## config.mk

```make
export PLATFORM = sky130hd
export DESIGN_NAME = clpt_search_unit
export DESIGN_NICKNAME = d
export VERILOG_FILES = /design/src/hdl/clpt_pkg.sv /design/src/hdl/clpt_search_unit.sv
export VERILOG_INCLUDE_DIRS = /design/src /design/src/hdl
export SDC_FILE = /design/constraint.sdc
export NUM_CORES = 1
export LEC_CHECK = 0
export BUFFER_PORTS_ARGS = -buffer_cell sky130_fd_sc_hd__buf_2
export CORE_MARGIN = 1.5
export CORE_UTILIZATION = 49
export CTS_CLUSTER_DIAMETER = 60
export DETAILED_ROUTE_END_ITERATION = 8
export PLACE_DENSITY = 0.89
export SLEW_MARGIN = 0
export SYNTH_ARGS = -nofsm -noshare
export SYNTH_HDL_FRONTEND = slang
export SYNTH_SLANG_ARGS = --single-unit
```

## constraint.sdc

```tcl
create_clock -name clk -period 3.5 [get_ports clk]
set_input_delay 0.7 -clock clk [delete_from_list [all_inputs] [get_ports clk]]
set_output_delay 0.7 -clock clk [all_outputs]
set_load 0.01 [all_outputs]
```

## src/hdl/commit_log_predecessor_table_unit_assert.svh

```systemverilog
// assertion macros shared by the commit log table modules
`ifndef COMMIT_LOG_PREDECESSOR_TABLE_UNIT_ASSERT_SVH
`define COMMIT_LOG_PREDECESSOR_TABLE_UNIT_ASSERT_SVH

// property checked on every clock edge outside reset
`define CLPT_ASSERT(lbl, prop, msg) \
    lbl: assert property (@(posedge clk) disable iff (!rst_n) (prop)) else $error(msg);

// condition that must never be seen outside reset
`define CLPT_NEVER(lbl, cond, msg) \
    lbl: assert property (@(posedge clk) disable iff (!rst_n) !(cond)) else $error(msg);

`endif

```

## src/hdl/clpt_pkg.sv

```systemverilog
// types and codes shared by the commit log table modules
package clpt_pkg;

    typedef enum logic [1:0] {
        OP_APPEND  = 2'd0,
        OP_QUERY   = 2'd1,
        OP_MARK    = 2'd2,
        OP_COMPACT = 2'd3
    } op_t;

    typedef enum logic [2:0] {
        ST_IDLE,
        ST_SRCH_RD,
        ST_SRCH_CMP,
        ST_FETCH,
        ST_CMP_RD,
        ST_CMP_WR
    } state_t;

    typedef struct packed {
        logic init;
        logic step;
    } search_ctrl_t;

    localparam int TIME_W  = 64;
    localparam int ENTRY_W = 9;

endpackage

```

## src/hdl/clpt_search_unit.sv

```systemverilog
// lower-bound search step unit: window registers, midpoint add and 64-bit compare
module clpt_search_unit #(
    parameter int CNT_W = 9,
    parameter int IDX_W = 8
) (
    input  logic                        clk,
    input  logic                        rst_n,
    input  clpt_pkg::search_ctrl_t      ctrl,
    input  logic [CNT_W-1:0]            count,
    input  logic [clpt_pkg::TIME_W-1:0] probe,
    input  logic [clpt_pkg::TIME_W-1:0] key,
    output logic [IDX_W-1:0]            mid_idx,
    output logic [IDX_W-1:0]            pred_idx,
    output logic                        len_zero,
    output logic                        first_zero
);
    import clpt_pkg::*;

    logic [CNT_W-1:0] first_reg, first_next;
    logic [CNT_W-1:0] len_reg, len_next;
    logic [CNT_W-1:0] half;
    logic [CNT_W-1:0] mid;
    logic [CNT_W-1:0] pred;
    logic             less;

    assign half       = len_reg >> 1;
    assign mid        = first_reg + half;
    assign pred       = first_reg - CNT_W'(1);
    assign less       = key < probe;
    assign mid_idx    = mid[IDX_W-1:0];
    assign pred_idx   = pred[IDX_W-1:0];
    assign len_zero   = (len_reg == '0);
    assign first_zero = (first_reg == '0);

    always_comb
    begin
        first_next = first_reg;
        len_next   = len_reg;
        if (ctrl.init)
        begin
            first_next = '0;
            len_next   = count;
        end
        else if (ctrl.step)
        begin
            if (less)
            begin
                first_next = mid + CNT_W'(1);
                len_next   = len_reg - half - CNT_W'(1);
            end
            else
            begin
                len_next = half;
            end
        end
    end

    always_ff @(posedge clk or negedge rst_n)
    begin
        if (!rst_n)
        begin
            first_reg <= '0;
            len_reg   <= '0;
        end
        else
        begin
            first_reg <= first_next;
            len_reg   <= len_next;
        end
    end

`include "commit_log_predecessor_table_unit_assert.svh"
    `CLPT_ASSERT(a_step_nonempty, ctrl.step |-> !len_zero, "search step on empty window")
    `CLPT_ASSERT(a_len_shrinks, ctrl.step && !ctrl.init |=> len_reg < $past(len_reg), "search window did not shrink")
    `CLPT_NEVER(a_ctrl_both, ctrl.init && ctrl.step, "search init and step together")

endmodule

```

Word-level counts from Yosys, hierarchy flattened
Index checks and enable logic that the tools add are counted.

Register bits after elaboration: 18. Input bits: 141. Output and inout port bits: 18.

Add/sub/neg operators: 5. $lt $le $gt $ge: 1. Multiplexer cells: 6. Reductions and logical operators: 5.

Operators by type and width (number): $lt A64 B64 Y1 (1); $mux W9 (6); $logic_not A9 Y1 (2); $add A9 B1 Y9 const B (1); $add A9 B8 Y9 (1); $sub A9 B1 Y9 const B (1); $sub A9 B8 Y9 (1); $sub A8 B1 Y8 const B (1); $reduce_bool A2 Y1 (2); $reduce_and A2 Y1 (1).

Depth between registers and ports, before layout
Depth after elaboration: 5. Gate-level depth with buffers: 10.

Least setup slack after synthesis
No wires, ideal clock.

Kind: register to register. From: register first_reg[0]. To: register first_reg[8]. Library setup time: 125 ps. Data arrival time: 2644 ps. Setup slack: 731 ps. Stages on the path, launching flop included: 11. Buffers on the path: 0. Period minus slack after synthesis: 2769 ps. Cells stage by stage: dfrtp_1 > ha_1 > inv_1 > fa_1 > nor2b_1 > o21ai_0 > xnor2_1 > and4_1 > a311oi_1 > nor4_1 > mux2_2.

Cells in the longest elaborated chain, start to end: 5.

RTL lines: from (decl) (line clpt_search_unit.sv:19) `logic [CNT_W-1:0] first_reg, first_next;`; from (signal assigned) (line clpt_search_unit.sv:67) `first_reg <= first_next;`; $add A9 B8 Y9 (line clpt_search_unit.sv:27) `assign mid = first_reg + half;`; named net mid_idx[4] (line clpt_search_unit.sv:12) `output logic [IDX_W-1:0] mid_idx,`; $add A9 B1 Y9 (line clpt_search_unit.sv:48) `first_next = mid + CNT_W'(1);`; $mux W9 (line clpt_search_unit.sv:46) `if (less)`; $mux W9 (line clpt_search_unit.sv:44) `else if (ctrl.step)`; $mux W9 (line clpt_search_unit.sv:39) `if (ctrl.init)`.

The timed path passes the listed nets, and every way through them passes these cells. The select of a mux whose other input is x is not followed. A chain may end at the register's enable or synchronous reset.

Final worst setup path
From: register first_reg[0]. To: output port mid_idx[6].

Cells in the longest elaborated chain, start to end: 1.

RTL lines (line): $add A9 B8 Y9 (clpt_search_unit.sv:27); to (decl) (clpt_search_unit.sv:12).

Every way passes these cells.

==> flow_summary_export.csv <==
group,metric,value,unit
outcome,status,"finished, final reports clean",
yosys,avgSynthCellArea,7.84,sq um
yosys,synth_edf_count,0,
detailed_routing,drt_iter0_markers,273,
clock_network,worst_skew_pair.late_latency,0.26,ns
detailed_routing,ant_nets,0,
clock_network,clock_sinks,18,
power,power_density,335,mW/mm^2
clock_network,cts.clk_slew.worst_paths,0.07,ns
sta,setup_viol,0,
power,p_seq_share,19.8,%
setup_path,startpoint_type,"register",
clock_network,post_cts_resized,0,
grt,grt_pass1_vias,3954,
place,place_congestion,0.895,
detailed_routing,routed_via_density,5.61,
cells_and_area,final_area,0.00449,sq mm
yosys,synthTopCellsByArea,"ha_1 30%, dfrtp_1 13%, inv_1 8.9%",
sta,worst_slew_pin_slew,0.704,ns
detailed_routing,drt_wl_total,10100,um
setup_path,slowest_delay,0.47,ns
grt,antenna_found_initial,0,
setup_path,crit_path_end_kind,"output pin",
floorplanning,die_h,88.0,um
sta,maxSlewHeadroom,52.9,%
cells_and_area,multi_input_area,0.00273,sq mm
floorplanning,num_io_pins,159,
cells_and_area,fillers,628,
cells_and_area,regArea,450,sq um
yosys,yosys_most_used_dff,"dfrtp_1",
sta,slew_violations,0,
yosys,ys_ff_latch,18,
clock_network,cts.root.buffer_cell,"clkbuf_8",
setup_path,crit_fanout,6,
sta,final-hold-violation-count,0,
cells_and_area,finish.utilization,65.0,%
clock_network,htreeDepth,1,
clock_network,clockBufferDepth,2,
yosys,synth_area,0.00354,sq mm
place,dpl.hpwl,8570,um
sta,period_share,92.0,%
setup_path,crit_type,"register to output pin",
clock_network,cts_tree,"yes",
floorplanning,rows,30,
cells_and_area,areaGrowthSynthToFinish,26.7,%
floorplanning,die_width,88.0,um
power,ir_worst_vdd,0.000127,V
floorplanning,floorplan.initialDensity,51.3,%
sta,fin_setup_tns,0,ns
sta,rsz0062_at_grt,"no",
floorplanning,die-area,0.00775,sq mm
detailed_routing,num_vias,3948,
grt,grt_util_all_layers,26.4,%
cells_and_area,final_nets,837,
yosys,syn-num-nets,680,
yosys,synth_top_area_share,30.0,%
job,drv_cap,0,
clock_network,cts_hold_buf,0,
yosys,syn_inst,452,
setup_path,cp_cell_sequence,"ha_1, inv_1, fa_1, nor2b_1, o211ai_1, a21oi_1, xor2_1, buf_2",
clock_network,cts_buffers,3,
yosys,async_flop_share,100,%
setup_path,crit_arrival,2.52,ns
floorplanning,core,0.00691,sq mm
sta,skew,0.00238,ns
min_path,hold_path.class,"input port to asynchronous set/reset pin",
detailed_routing,first_pass_iters,5,
cells_and_area,antenna_cells,0,
grt,grt_pass1_wl,16700,um
power,power_frac_clock,11.9,%
cells_and_area,post_route_cells_drive_above_1_share,28.8,%
power,combPwrFrac,68.4,%
clock_network,postCtsSetupBuffers,0,
sta,timing.fmax,310,MHz
place,portBuffers,158,
detailed_routing,remaining_drc_errors,0,
grt,grt_max_degree,31,
setup_path,required,2.80,ns
power,switchingPower,0.694,mW
yosys,yosys_warnings,0,
yosys,ys_types,56,
yosys,synth_top_area_cell,"ha_1",
sta,fin_crit,3.22,ns
power,switching_share,46.2,%
place,placed_area,0.00443,sq mm
setup_path,crit_slowest_cell,"dfrtp_1",
power,internal_power,0.810,mW
yosys,yosysSeqAreaShare,12.7,%
grt,gr-total-overflow,0,
power,p_leak,2.52,nW
detailed_routing,wl_per_cell,14.3,um
==> synthesized netlist by cell type (all sizes together) (4+ instances only) <==
cell type,number
buf,5
xor2,13
dfrtp,18
o211ai,8
a211oi,5
xnor2,10
nand2b,5
nand4,18
nor3,19
ha,85
nand3,13
a21o,6
o21a,5
nor2b,8
a311oi,6
o21ai,12
inv,84
nand2,21
or4,4
nor2,16
a21oi,43
clkbuf,4
==> power by group through the flow <==
stage	sequential [mW]	combinational (mW)	clock, mW
after CTS	0.296	1.02	0.184
after floorplan	0.281	0.705	0
final	0.297	1.03	0.178
after global routing	0.302	1.15	0.186
after detailed placement	0.301	1.02	0
after global placement	0.298	0.965	0
==> worst max-delay path: cells and delay by family, from the launching register on <==
family                   cells  cell delay [ns]
adder cells (fa/ha/maj)      2             0.62
flip-flops                   1             0.47
XOR/XNOR                     1             0.38
AO/OA/AOI/OAI                2             0.35
buffers and inverters        2             0.27
AND/OR/NAND/NOR              1             0.17
==> layer usage <==
metal	up-vias	track usage, %	part of all wire, %
li1	1942	-	-
met5	-	0	0
met1	1783	28.2	38
met3	31	4.15	6.8
met4	0	8.95	2.5
met2	192	52.0	53
==> worst paths after layout <==
check	startpoint	end	slack [ns]	cells after the start
max	first_reg[0]$_DFFE_PN0P_	mid_idx[6]	0.28	8
min	rst_n	first_reg[0]$_DFFE_PN0P_	0.37	1
max reg2reg	first_reg[0]$_DFFE_PN0P_	first_reg[8]$_DFFE_PN0P_	0.52	10
min reg2reg	len_reg[6]$_DFFE_PN0P_	len_reg[5]$_DFFE_PN0P_	0.64	2
max in group asynchronous	rst_n	first_reg[6]$_DFFE_PN0P_	2.82	1
min in group clk	len_reg[6]$_DFFE_PN0P_	len_reg[5]$_DFFE_PN0P_	0.64	2
==> area by class of cell <==
type	count	area share (%)
repair buffers	161	18.1
multi-input cells	341	60.9
flip-flops and latches	18	10.0
well taps	96	2.68
inverters	84	7.03
clock buffers	4	1.23
==> cells in the final DEF, fill, tap and decap left out, types with 3 or more instances in the layout <==
cell and instances:
or4_1 4, clkbuf_8 4, nor3_1 19, o21a_1 5, nand2b_1 4, buf_4 3
a221oi_1 3, a311oi_1 6, nand2_1 21, a211oi_1 4, o21ai_0 11, a21o_1 6
nor2b_1 8, nand3_1 13, buf_2 158, nor2_1 16, or3_1 3, o211ai_1 8
inv_1 84, ha_1 85, nand4_1 18, xor2_1 12, a21oi_1 43, dfrtp_1 18
o221ai_1 3, and4_1 3, xnor2_1 10
==> kinds of logic after synthesis <==
| group | Yosys count | synth area share [%] |
|---|---|---|
| flops | 18 | 12.7 |
| simple gates | 119 | 18.1 |
| xor+xnor | 23 | 5.90 |
| fa+ha+maj | 87 | 31.2 |
| buf+inv | 93 | 10.1 |
| mux | 1 | 0.318 |
| compound gates | 111 | 21.7 |
==> through the flow <==
step	power, mW	setup WS [ns]	hold slack (ns)	cells
after floorplan	0.986	0.731	0.404	452
after global placement	1.26	0.360	0.607	700
after detailed placement	1.32	0.288	0.626	700
after CTS	1.50	0.318	0.380	704
after global routing	1.64	0.107	0.411	704
final	1.50	0.279	0.372	704
(Power assumes the default switching activity.)
